===== src/design/bba_pkg.sv =====
// Shared types and constants for the bitmap block allocator.
package bba_pkg;

  localparam int BLOCK_W           = 10;    // width of a block number field
  localparam int BLOCK_SPAN        = 1024;  // blocks a block number field can name
  localparam int OFF_W             = 6;     // bit offset within a map word (words up to 64 bits)
  localparam int FDB_RESET         = 64;    // first data block after reset
  localparam int DEF_TOTAL_BLOCKS  = 1024;
  localparam int DEF_MAP_WORD_BITS = 64;

  typedef enum logic [1:0] {
    OP_ALLOC = 2'd0,
    OP_FREE  = 2'd1,
    OP_MARK  = 2'd2,
    OP_QUERY = 2'd3
  } opcode_t;

  // Control from the sequencer to the word unit
  typedef struct packed {
    opcode_t            op;
    logic               first;  // word holding the first data block
    logic               last;   // last word of the map
    logic [OFF_W-1:0]   off;    // target bit, or first data bit on the first word
  } scan_ctrl_t;

  // Status from the word unit back to the sequencer
  typedef struct packed {
    logic               hit;       // allocate found a free bit in this word
    logic [OFF_W-1:0]   idx;       // lowest free bit in range
    logic               bit_used;  // state of the target bit
  } scan_res_t;

endpackage


===== src/design/bba_ram.sv =====
// Generic single-write, single-read RAM with registered read data.
module bba_ram #(
  parameter int WIDTH = 64,
  parameter int DEPTH = 16,
  localparam int AW   = (DEPTH > 1) ? $clog2(DEPTH) : 1
) (
  input  logic             clk,
  input  logic             we,
  input  logic [AW-1:0]    waddr,
  input  logic [WIDTH-1:0] wdata,
  input  logic             re,
  input  logic [AW-1:0]    raddr,
  output logic [WIDTH-1:0] rdata
);

  logic [WIDTH-1:0] mem [DEPTH];

  always_ff @(posedge clk) begin
    if (we) begin
      mem[waddr] <= wdata;
    end
    if (re) begin
      rdata <= mem[raddr];
    end
  end

endmodule


===== src/design/bba_word_unit.sv =====
// Map word unit: first-free search with range masking, and bit set/clear/test.
module bba_word_unit
  import bba_pkg::*;
#(
  parameter int WORD_BITS = DEF_MAP_WORD_BITS,
  parameter int LAST_BITS = DEF_MAP_WORD_BITS
) (
  input  scan_ctrl_t           ctrl,
  input  logic [WORD_BITS-1:0] rd_word,
  output scan_res_t            res,
  output logic [WORD_BITS-1:0] wr_word
);

  logic [WORD_BITS-1:0] cand;

  always_comb begin
    for (int j = 0; j < WORD_BITS; j++) begin
      cand[j] = !rd_word[j]
              && (!ctrl.first || (OFF_W'(j) >= ctrl.off))
              && (!ctrl.last  || (j < LAST_BITS));
    end
  end

  // lowest candidate wins
  always_comb begin
    res.hit      = 1'b0;
    res.idx      = '0;
    res.bit_used = 1'b0;
    for (int j = WORD_BITS - 1; j >= 0; j--) begin
      if (cand[j]) begin
        res.hit = 1'b1;
        res.idx = OFF_W'(j);
      end
    end
    for (int j = 0; j < WORD_BITS; j++) begin
      if (OFF_W'(j) == ctrl.off) begin
        res.bit_used = rd_word[j];
      end
    end
  end

  always_comb begin
    for (int j = 0; j < WORD_BITS; j++) begin
      case (ctrl.op)
        OP_ALLOC: wr_word[j] = rd_word[j] | (res.hit && (OFF_W'(j) == res.idx));
        OP_FREE:  wr_word[j] = rd_word[j] & (OFF_W'(j) != ctrl.off);
        OP_MARK:  wr_word[j] = rd_word[j] | (OFF_W'(j) == ctrl.off);
        default:  wr_word[j] = rd_word[j];
      endcase
    end
  end

endmodule


===== src/design/bitmap_block_allocator_core.sv =====
// Top level: first-fit bitmap block allocator with map RAM and word sequencer.
//
//  channel | dir | handshake             | payload
//  --------+-----+-----------------------+-----------------------------------------------
//  in_     | in  | in_tvalid / in_tready | tuser: opcode; tdata: block_number
//  out_    | out | out_tvalid/out_tready | tdata: result_block, found, block_free
//  cfg_    | in  | cfg_valid / cfg_ready | cfg_data: first_data_block
//
//  Free, mark and query read the map word from RAM, then modify/write it; allocate
//  reads map words in turn from the first data block's word until a free bit is found
//  or the last map word is examined, using the map RAM's single read port, one word per cycle.
//  After reset a clearing pass zeroes the map (16 words by default), one word a cycle;
//  in_tready stays low meanwhile.
//  A new item is taken in the cycle the previous result is taken, or later.
module bitmap_block_allocator_core
  import bba_pkg::*;
#(
  parameter int TOTAL_BLOCKS  = DEF_TOTAL_BLOCKS,
  parameter int MAP_WORD_BITS = DEF_MAP_WORD_BITS
) (
  input  logic               clk,
  input  logic               rst_n,
  // input items
  input  logic               in_tvalid,
  output logic               in_tready,
  input  logic [15:0]        in_tdata,   // [9:0] block_number, rest zero
  input  logic [1:0]         in_tuser,   // [1:0] opcode
  // result items
  output logic               out_tvalid,
  input  logic               out_tready,
  output logic [15:0]        out_tdata,  // [9:0] result_block, [10] found, [11] block_free
  // first data block register
  input  logic               cfg_valid,
  output logic               cfg_ready,
  input  logic [BLOCK_W-1:0] cfg_data
);

  // only blocks a block number can name are ever touched
  localparam int EFF       = (TOTAL_BLOCKS < BLOCK_SPAN) ? TOTAL_BLOCKS : BLOCK_SPAN;
  localparam int WORDS     = (EFF + MAP_WORD_BITS - 1) / MAP_WORD_BITS;
  localparam int AW        = (WORDS > 1) ? $clog2(WORDS) : 1;
  localparam int LAST_BITS = EFF - (WORDS - 1) * MAP_WORD_BITS;
  localparam int BASE_W    = BLOCK_W + 1;
  localparam int DIV_K     = 17;
  localparam int RECIP     = ((1 << DIV_K) + MAP_WORD_BITS - 1) / MAP_WORD_BITS;

  typedef enum logic [1:0] {
    ST_CLEAR,
    ST_IDLE,
    ST_CHECK
  } state_t;

  // block number -> {word index, bit offset}, by reciprocal multiply
  function automatic logic [AW+OFF_W-1:0] split_blk(input logic [BLOCK_W-1:0] b);
    logic [31:0] prod;
    logic [31:0] q;
    logic [31:0] r;
    prod = 32'(b) * 32'(RECIP);
    q    = prod >> DIV_K;
    r    = 32'(b) - q * 32'(MAP_WORD_BITS);
    if (r >= 32'(MAP_WORD_BITS)) begin
      q = q + 32'd1;
      r = r - 32'(MAP_WORD_BITS);
    end
    return {q[AW-1:0], r[OFF_W-1:0]};
  endfunction

  state_t                   state_r, state_nxt;
  logic [AW-1:0]            clr_r, clr_nxt;
  logic [AW-1:0]            w_r, w_nxt;
  logic [BASE_W-1:0]        base_r, base_nxt;
  logic                     first_r, first_nxt;
  opcode_t                  op_r, op_nxt;
  logic [BLOCK_W-1:0]       blk_r, blk_nxt;
  logic [OFF_W-1:0]         off_r, off_nxt;
  logic [BLOCK_W-1:0]       fdb_r, fdb_nxt;
  logic [AW-1:0]            fdb_word_r, fdb_word_nxt;
  logic [OFF_W-1:0]         fdb_off_r, fdb_off_nxt;
  logic                     fdb_hi_r, fdb_hi_nxt;
  logic                     out_tvalid_r, out_tvalid_nxt;
  logic [BLOCK_W-1:0]       out_block_r, out_block_nxt;
  logic                     out_found_r, out_found_nxt;
  logic                     out_free_r, out_free_nxt;

  logic                     in_fire;
  opcode_t                  in_op;
  logic [BLOCK_W-1:0]       in_blk;
  logic [AW+OFF_W-1:0]      in_split;
  logic [AW+OFF_W-1:0]      cfg_split;

  logic                     ram_we, ram_re;
  logic [AW-1:0]            ram_waddr, ram_raddr;
  logic [MAP_WORD_BITS-1:0] ram_wdata, ram_rdata, unit_word;
  scan_ctrl_t               ctrl;
  scan_res_t                sres;
  logic                     last_word;

  assign in_op     = opcode_t'(in_tuser);
  assign in_blk    = in_tdata[BLOCK_W-1:0];
  assign in_split  = split_blk(in_blk);
  assign cfg_split = split_blk(cfg_data);
  assign in_tready = (state_r == ST_IDLE) && (!out_tvalid_r || out_tready);
  assign in_fire   = in_tvalid && in_tready;
  assign cfg_ready = 1'b1;

  assign out_tvalid = out_tvalid_r;
  assign out_tdata  = {4'b0, out_free_r, out_found_r, out_block_r};

  assign last_word  = (w_r == AW'(WORDS - 1));
  assign ctrl.op    = op_r;
  assign ctrl.first = first_r;
  assign ctrl.last  = last_word;
  assign ctrl.off   = off_r;

  bba_ram #(
    .WIDTH (MAP_WORD_BITS),
    .DEPTH (WORDS)
  ) u_map (
    .clk   (clk),
    .we    (ram_we),
    .waddr (ram_waddr),
    .wdata (ram_wdata),
    .re    (ram_re),
    .raddr (ram_raddr),
    .rdata (ram_rdata)
  );

  bba_word_unit #(
    .WORD_BITS (MAP_WORD_BITS),
    .LAST_BITS (LAST_BITS)
  ) u_unit (
    .ctrl    (ctrl),
    .rd_word (ram_rdata),
    .res     (sres),
    .wr_word (unit_word)
  );

  // configuration: the word and offset of the first data block are kept split
  always_comb begin
    fdb_nxt      = fdb_r;
    fdb_word_nxt = fdb_word_r;
    fdb_off_nxt  = fdb_off_r;
    fdb_hi_nxt   = fdb_hi_r;
    if (cfg_valid && cfg_ready) begin
      fdb_nxt      = cfg_data;
      fdb_word_nxt = cfg_split[AW+OFF_W-1:OFF_W];
      fdb_off_nxt  = cfg_split[OFF_W-1:0];
      fdb_hi_nxt   = (BASE_W'(cfg_data) >= BASE_W'(EFF));
    end
  end

  always_comb begin
    state_nxt      = state_r;
    clr_nxt        = clr_r;
    w_nxt          = w_r;
    base_nxt       = base_r;
    first_nxt      = first_r;
    op_nxt         = op_r;
    blk_nxt        = blk_r;
    off_nxt        = off_r;
    out_tvalid_nxt = out_tvalid_r;
    out_block_nxt  = out_block_r;
    out_found_nxt  = out_found_r;
    out_free_nxt   = out_free_r;
    ram_we         = 1'b0;
    ram_waddr      = w_r;
    ram_wdata      = unit_word;
    ram_re         = 1'b0;
    ram_raddr      = w_r;

    if (out_tvalid_r && out_tready) begin
      out_tvalid_nxt = 1'b0;
    end

    case (state_r)
      ST_CLEAR: begin
        ram_we    = 1'b1;
        ram_waddr = clr_r;
        ram_wdata = '0;
        if (clr_r == AW'(WORDS - 1)) begin
          state_nxt = ST_IDLE;
        end else begin
          clr_nxt = clr_r + AW'(1);
        end
      end
      ST_IDLE: begin
        if (in_fire) begin
          op_nxt  = in_op;
          blk_nxt = in_blk;
          if (in_op == OP_ALLOC) begin
            if (fdb_hi_r) begin
              // nothing at or above the first data block
              out_tvalid_nxt = 1'b1;
              out_block_nxt  = '0;
              out_found_nxt  = 1'b0;
              out_free_nxt   = 1'b0;
            end else begin
              ram_re    = 1'b1;
              ram_raddr = fdb_word_r;
              w_nxt     = fdb_word_r;
              off_nxt   = fdb_off_r;
              base_nxt  = BASE_W'(fdb_r) - BASE_W'(fdb_off_r);
              first_nxt = 1'b1;
              state_nxt = ST_CHECK;
            end
          end else if (BASE_W'(in_blk) >= BASE_W'(EFF)) begin
            // outside the map: counts as used, never changes
            out_tvalid_nxt = 1'b1;
            out_block_nxt  = in_blk;
            out_found_nxt  = 1'b0;
            out_free_nxt   = 1'b0;
          end else begin
            ram_re    = 1'b1;
            ram_raddr = in_split[AW+OFF_W-1:OFF_W];
            w_nxt     = in_split[AW+OFF_W-1:OFF_W];
            off_nxt   = in_split[OFF_W-1:0];
            first_nxt = 1'b0;
            state_nxt = ST_CHECK;
          end
        end
      end
      ST_CHECK: begin
        if ((op_r == OP_ALLOC) && !sres.hit && !last_word) begin
          ram_re    = 1'b1;
          ram_raddr = w_r + AW'(1);
          w_nxt     = w_r + AW'(1);
          base_nxt  = base_r + BASE_W'(MAP_WORD_BITS);
          first_nxt = 1'b0;
        end else begin
          ram_we         = (op_r == OP_ALLOC) ? sres.hit : (op_r != OP_QUERY);
          out_tvalid_nxt = 1'b1;
          out_found_nxt  = (op_r == OP_ALLOC) && sres.hit;
          out_free_nxt   = (op_r == OP_QUERY) && !sres.bit_used;
          if (op_r == OP_ALLOC) begin
            out_block_nxt = sres.hit ? BLOCK_W'(base_r + BASE_W'(sres.idx)) : '0;
          end else begin
            out_block_nxt = blk_r;
          end
          state_nxt = ST_IDLE;
        end
      end
      default: begin
        state_nxt = ST_IDLE;
      end
    endcase
  end

  always_ff @(posedge clk) begin
    if (!rst_n) begin
      state_r      <= ST_CLEAR;
      clr_r        <= '0;
      out_tvalid_r <= 1'b0;
      fdb_r        <= BLOCK_W'(FDB_RESET);
      fdb_word_r   <= AW'(FDB_RESET / MAP_WORD_BITS);
      fdb_off_r    <= OFF_W'(FDB_RESET % MAP_WORD_BITS);
      fdb_hi_r     <= (FDB_RESET >= EFF);
    end else begin
      state_r      <= state_nxt;
      clr_r        <= clr_nxt;
      out_tvalid_r <= out_tvalid_nxt;
      fdb_r        <= fdb_nxt;
      fdb_word_r   <= fdb_word_nxt;
      fdb_off_r    <= fdb_off_nxt;
      fdb_hi_r     <= fdb_hi_nxt;
    end
    w_r         <= w_nxt;
    base_r      <= base_nxt;
    first_r     <= first_nxt;
    op_r        <= op_nxt;
    blk_r       <= blk_nxt;
    off_r       <= off_nxt;
    out_block_r <= out_block_nxt;
    out_found_r <= out_found_nxt;
    out_free_r  <= out_free_nxt;
  end

`ifndef SYNTHESIS
  // the result slot is always free while a word is being examined
  a_check_slot_free: assert property (@(posedge clk) disable iff (!rst_n)
    (state_r == ST_CHECK) |-> !out_tvalid_r)
    else $error("result register busy during word check");

  // an allocated block never lies in the management area
  a_alloc_above_fdb: assert property (@(posedge clk) disable iff (!rst_n)
    (out_tvalid_r && out_found_r) |-> (out_block_r >= fdb_r))
    else $error("allocated block below first data block");

  // the map is only written by the clearing pass or at the end of a check
  a_write_source: assert property (@(posedge clk) disable iff (!rst_n)
    ram_we |-> ((state_r == ST_CLEAR) || (state_r == ST_CHECK)))
    else $error("map write outside clear or check");

  // a result appears only at the end of a check or straight from an accepted item
  a_result_cause: assert property (@(posedge clk) disable iff (!rst_n)
    (!out_tvalid_r ##1 out_tvalid_r) |-> $past((state_r == ST_CHECK) || in_fire))
    else $error("result without a cause");
`endif

endmodule


===== config.mk =====
export PLATFORM = sky130hd
export DESIGN_NAME = bitmap_block_allocator_core
export DESIGN_NICKNAME = d
export VERILOG_FILES = /design/src/design/bba_pkg.sv /design/src/design/bba_ram.sv /design/src/design/bba_word_unit.sv /design/src/design/bitmap_block_allocator_core.sv
export SDC_FILE = /design/constraint.sdc
export NUM_CORES = 2
export LEC_CHECK = 0
export BUFFER_PORTS_ARGS = -buffer_cell sky130_fd_sc_hd__buf_4
export CAP_MARGIN = 20
export CORE_UTILIZATION = 57
export CTS_CLUSTER_SIZE = 10
export DETAILED_ROUTE_END_ITERATION = 10
export PLACE_DENSITY = 0.85
export SYNTH_ARGS = -nofsm -noshare
export SYNTH_HDL_FRONTEND = slang
export SYNTH_SLANG_ARGS = --single-unit

===== constraint.sdc =====
create_clock -name clk -period 6.9 [get_ports clk]
set_input_delay 1.035 -clock clk [delete_from_list [all_inputs] [get_ports clk]]
set_output_delay 1.035 -clock clk [all_outputs]
set_load 0.01 [all_outputs]

Word-level counts from Yosys, hierarchy flattened
Memory sizes are Yosys's and may differ from the RTL's. A register that Yosys moved wholly into a read port is not among the register bits.
Index checks and enable logic that the tools add are counted.
Widths: inputs -> output; s select.
{ "word_totals": {"reg_bits": 73, "ram_bits": 1024, "input_bits": 33, "out_inout_bits": 19, "word_cells": 1005, "memories": 1} }
{ "classes": {"add_sub_neg": 11, "order_cmp": 66, "n_eq_ne": 202, "mux": 234, "bitwise": 194, "n_reduce_logical": 282} }
{ "mem_list": {"columns": ["name", "words", "word_bits", "read_ports", "rd_ports_with_merged_regs", "write_ports", "line", "rtl"], "rows": [
  ["u_map.mem", 16, 64, 1, 1, 1, "bba_ram.sv:16", "logic [WIDTH-1:0] mem [DEPTH];"]
]} }
{ "ops": {"columns": ["operator", "n"], "rows": [
  ["$mux 7", 64],
  ["$eq 6x6->1 const A", 64],
  ["$eq 5x6->1 const A", 32],
  ["$ge 6x6->1 const A", 32],
  ["$ne 6x6->1 const A", 32],
  ["$pmux 1 s3", 64],
  ["$logic_and 1x1->1", 135],
  ["$or 1x1->1", 128],
  ["$eq 4x6->1 const A", 16],
  ["$ge 5x6->1 const A", 16],
  ["$ne 5x6->1 const A", 16],
  ["$mux 1", 80],
  ["$logic_not 1->1", 69],
  ["$logic_or 1x1->1", 65],
  ["$and 1x1->1", 64],
  ["$ge 32x7->1 const B", 2],
  ["$mux 64", 1],
  ["$eq 3x6->1 const A", 8],
  ["$ge 4x6->1 const A", 8],
  ["$ne 4x6->1 const A", 8],
  ["$mux 10", 4],
  ["$mux 11", 3],
  ["$eq 2x6->1 const A", 4],
  ["$ge 3x6->1 const A", 4],
  ["33 further kinds", 70]
]} }

Logic depth before layout (Yosys ltp)
{ "logic_depth": {"ltp_word": 74, "ltp_mapped": 19, "mapped_depth_nobuf": 14} }

Cells and area by module
From an unflattened synthesis, not the netlist that was laid out.
{ "hier_totals": {"hier_cells": 2872, "hier_area_um2": 48751.8} }
{ "modules_own_cells": {"columns": ["mod", "n_inst", "cells_each", "area_per_inst_um2", "seq_area_each_um2"], "rows": [
  ["bba_ram", 1, 1647, 40222.3, 32671.3],
  ["bba_word_unit", 1, 930, 5561.6, 0.0],
  ["bitmap_block_allocator_core", 1, 295, 2967.8, 1471.4]
]} }

Worst setup path before layout
No wires, ideal clock.
{ "synth_path": {"path_kind": "reg2reg", "startpoint": "register off_r[4]", "endpoint": "memory u_map.mem[11][0], enable pin", "setup_time_ns": 0.487, "t_arrival_ns": 5.982, "required_ns": 6.413, "slack_ns": 0.432, "stages_incl_launch_ff": 17, "n_path_buf": 6, "synth_period_minus_slack_ns": 6.468, "cell_sequence": "edfxtp_1 -> buf_4 -> buf_4 -> or4b_1 -> clkbuf_1 -> o21ai_0 -> a221oi_1 -> nand4b_1 -> and3b_1 -> buf_2 -> buf_2 -> buf_1 -> nand2_1 -> nor2_1 -> o21ai_0 -> o21ai_0 -> nor2_1"} }
{ "synth_via": {"elab_chain_cells": 74, "elab_cells_between_ends": 264, "classes_between": "order compare: 64; mux: 69; reduce/logical: 131"} }
{ "synth_rtl": {"columns": ["element", "line", "rtl"], "rows": [
  ["from (decl)", "bitmap_block_allocator_core.sv:75", "logic [OFF_W-1:0] off_r, off_nxt;"],
  ["from (signal assigned)", "bitmap_block_allocator_core.sv:271", "off_r <= off_nxt;"],
  ["$ge 6x6->1", "bba_word_unit.sv:19", "&& (!ctrl.first || (OFF_W'(j) >= ctrl.off))"],
  ["$logic_or 1x1->1", "bba_word_unit.sv:19", null],
  ["$logic_and 1x1->1", "bba_word_unit.sv:19", null],
  ["$mux 7 (63 in series)", "bba_word_unit.sv:30", "if (cand[j]) begin"],
  ["$mux 7 *", "bba_word_unit.sv:30", null],
  ["$logic_not 1->1", "bitmap_block_allocator_core.sv:223", "if ((op_r == OP_ALLOC) && !sres.hit && !last_word) begin"],
  ["$logic_and 1x1->1 (2 in series)", "bitmap_block_allocator_core.sv:223", null],
  ["$mux 1 *", "bitmap_block_allocator_core.sv:223", null],
  ["$pmux 1 s2 *", "bitmap_block_allocator_core.sv:175", "case (state_r)"],
  ["$mux 1 *", "bba_ram.sv:19", "if (we) begin"],
  ["$mux 1 (implied by the code) *", "bba_ram.sv:20", "mem[waddr] <= wdata;"],
  ["to (decl)", "bba_ram.sv:16", null]
]} }
Mark *: on every way between the ends. The rest lies on a longest branch, timed or not.

Final worst setup path
{ "layout_path": {"startpoint": "register first_r", "endpoint": "register u_map.rdata[11], read port of u_map.mem, data pin"} }
{ "layout_via": {"elab_chain_cells": 72, "elab_cells_between_ends": 200, "classes_between": "mux: 68; reduce/logical: 132"} }
{ "layout_rtl": {"columns": ["element", "line", "rtl"], "rows": [
  ["from (decl)", "bitmap_block_allocator_core.sv:72", "logic first_r, first_nxt;"],
  ["from (signal assigned)", "bitmap_block_allocator_core.sv:268", "first_r <= first_nxt;"],
  ["$logic_not 1->1 *", "bba_word_unit.sv:19", null],
  ["$logic_or 1x1->1", "bba_word_unit.sv:19", null],
  ["$logic_and 1x1->1", "bba_word_unit.sv:19", null],
  ["$mux 7 (63 in series)", "bba_word_unit.sv:30", null],
  ["$mux 7 *", "bba_word_unit.sv:30", null],
  ["$logic_not 1->1 *", "bitmap_block_allocator_core.sv:223", null],
  ["$logic_and 1x1->1 * (2 in series)", "bitmap_block_allocator_core.sv:223", null],
  ["$mux 4 *", null, null],
  ["$pmux 4 s2 *", null, null],
  ["via ram_raddr[0]", "bitmap_block_allocator_core.sv:92", "logic [AW-1:0] ram_waddr, ram_raddr;"],
  ["to (decl)", "bba_ram.sv:13", "output logic [WIDTH-1:0] rdata"]
]} }
The timed path passes the listed nets; every way through them passes the cells marked *.
A chain may end at the register's enable or synchronous reset.

==> impl_metrics.toml <==
[sta]
fin_crit_sh_pct = 88.19
hold_violations = 0
skew_ns = 0.04665
worst_pin_slew_ns = 1.140
max_freq_mhz = 164.3
setup_violations = 0
finalSetupTns_ns = 0
slew_violations = 0
worst_hold_slack_ns = 0.4670
worst_slack_ns = 0.8147
relSlewSlack_pct = 23.83
rsz0062_at_grt = "no"
min_period_ns = 6.085

[global_route]
grt_pass1_vias = 40130
grt_util_all_layers_pct = 36.68
grt_max_degree = 151
antenna_found_initial = 6
grt-ovfl-total = 0
grt_first_pass_wirelength_mm = 253.5

[final_layout]
fill_cells = 6250
nNetsFinal = 4289
layout-drive-gt1-share_pct = 11.46
instances_no_fill = 5459
area_growth_pct = 11.24
diodes = 0

[cts]
clk_pin_slew_ns = 0.06
cts_setup_buffers = 0
cts-htree-levels = 4
cts_tree = "done"
cts-root-buf = "clkbuf_16"
cts_inserted_buffers = 134
cts_resized = 0
clk_latency_ns = 0.80
clock_path_buffers = 3
clock-sinks = 1144
hold_buffers = 0

[worst_hold_path]
min-delay-start = "in_tdata[4]"
min_path_cells = 1
hp-class = "input pin to register"
hold_end = "blk_r[4]$_DFFE_PP_"

[pwr]
p_leak_nw = 19.53
powerDensity_mw_per_mm2 = 321.2
ir_drop_mv = 0.2112

[critical_path]
worstPathArrival_ns = 6.68
cp-start-kind = "register"
end_kind = "register"
rr_worst_depth = 11
critPathRequiredTime_ns = 7.50
reg2reg_from = "first_r$_SDFFCE_PP0P_"
path_class = "register to register"
cp_max_fo = 42
regToRegSetupSlack_ns = 0.81
r2r-end = "u_map.rdata[11]$_DFFE_PP_"

[place]
port_buffers = 40
pre_cts_slack_ns = 1.148
hpwl_mm = 95.83
gp_congestion = 1.081
placed_cells = 5288

[die]
core-area_mm2 = 0.09056
io_pins = 52
rows = 110
dieArea_mm2 = 0.09309
die_h_um = 305.1
die_x_um = 305.1
floorplan.initialDensity_pct = 57.82

[drt]
drc = 0
dr.first_iter.drc_count = 7329
via_per_inst = 7.596
routed_wirelength_mm = 173.4
vias = 41470
antenna_left = 0
wire_per_inst_um = 31.76
drtPass1Iterations = 7

[synth]
synth_edf_count = 1123
synth.distinct_cells = 99
yosysSeqAreaShare_pct = 65.20
ys_ff_latch = 1144
synth.top_cell.area_share_pct = 64.40
synthTopCellsByArea = "edfxtp_1 (64%), a21oi_1 (4.8%), a22oi_1 (3.7%), o21ai_0 (3.5%), nand2_1 (3.5%)"
synth_common_cells = "edfxtp_1 (1123), a21oi_1 (498), nand2_1 (485), o21ai_0 (369), clkbuf_1 (269)"
syn_area_mm2 = 0.05237
synth_largest_area_cell = "edfxtp_1"
synth_top_flop_cell = "edfxtp_1"
yosysMostFrequentCell = "edfxtp_1"
syn_inst = 4296
async_reset_ff_share_pct = 0
avgSynthCellArea_um2 = 12.19
ys_warn_count = 0

[run_status]
status = "finished, final reports clean"

[job]
cap_viol_max_count = 0
registers in the layout, indices dropped and copies added, names as in the netlist:
name         count
out_found_r      1
state_r          2
w_r              4
u_map.mem     1024
blk_r           10
out_free_r       1
out_tvalid       1
u_map.rdata     64
off_r            6
fdb_word_r       3
fdb_r            7
out_block_r     10
base_r           4
op_r             2
clr_r            4
first_r          1
final cells by class:
class                           instances  area (um^2)  share of cell area [%]
Sequential cell                      1144        34140                   58.61
Multi-Input combinational cell       2688        16500                   28.32
Clock buffer                          152         3442                   5.909
Timing Repair Buffer                  238         2162                   3.712
Tap cell                             1176         1471                   2.526
Clock inverter                         19        369.1                  0.6336
Inverter                               42        167.7                  0.2878
layer usage:
layer | track usage (%) | wire [um] | up-vias
li1 | - | - | 16890
met1 | 47.69 | 59650 | 19820
met2 | 55.34 | 77570 | 3991
met3 | 11.08 | 26370 | 761
met4 | 19.97 | 9698 | 6
met5 | 0 | 68 | -
logic make-up after synthesis:
logic type	after synthesis	share of synthesized area, %
flops	1144	65.20
fa+ha+maj	10	0.2294
other cells	2	0.01434
simple gates	943	8.597
buf+inv	468	3.952
xor+xnor	7	0.1171
mux	30	0.5973
compound gates	1692	21.29
through the flow:
stage          area [um^2]  total power [W]  utilization (%)
2_1_floorplan        52380          0.01106                -
6_report             58250          0.01871            64.32
5_1_grt              58250          0.01920            64.32
3_5_place_dp         54440          0.01233            60.11
3_3_place_gp         54440          0.01217            60.11
4_1_cts              58250          0.01861            64.32
how the worst max path moves through the flow:
stage                               start                     endpoint  slack, ns  cells after the start
global route           off_r[4]$_DFFE_PP_  u_map.mem[14][44]$_DFFE_PP_       0.68                     12
CTS                    off_r[3]$_DFFE_PP_    u_map.rdata[11]$_DFFE_PP_       1.09                     12
global placement    first_r$_SDFFCE_PP0P_    u_map.rdata[27]$_DFFE_PP_       1.10                     13
detailed placement  first_r$_SDFFCE_PP0P_    u_map.rdata[42]$_DFFE_PP_       1.15                     11
floorplan              off_r[4]$_DFFE_PP_   u_map.mem[11][0]$_DFFE_PP_       0.43                     16
finish              first_r$_SDFFCE_PP0P_    u_map.rdata[11]$_DFFE_PP_       0.81                     11
where the power goes:
part / total [W] / switching, W / leakage, nW / internal (W)
Combinational: 0.00389 / 0.00265 / 7.03 / 0.00124
Clock: 0.00632 / 0.00273 / 1.84 / 0.00359
Sequential: 0.00850 / 0.000160 / 10.7 / 0.00834
Total: 0.0187 / 0.00554 / 19.5 / 0.0132
layout by cell type, fill, tap and decap left out, types with 20 or more instances in the layout:
cell type  synthesis  final
o21ai_0          369    369
a31oi_1           27     26
edfxtp_1        1123   1123
buf_4             24    208
a221oi_1          41     41
a221o_1           67     67
nand2_1          485    484
o22ai_1           31     31
buf_12             0     30
a22o_1            65     65
clkbuf_16          0    135
dfxtp_1           21     21
nand3_1           36     36
a21oi_1          498    497
nor3_1            33     28
nor2_1           115     96
a22oi_1          260    260
a211oi_1          46     38
a32oi_1          130    130
nand4_1          144    144
mux2i_1           20     20
inv_1             40     40
worst max-delay path, stage by stage (launching register included):
cell      delay (ns)
edfxtp_1        0.76
buf_4           0.41
nand2_1         0.38
o221ai_1        0.47
nand4_1         0.21
or4b_4          0.62
nor3_2          0.56
nand4_1         0.15
nand3_1         0.32
nor2b_4         0.86
buf_4           0.78
a221o_1         0.35
Note: power is estimated with default switching activity, not from simulation.
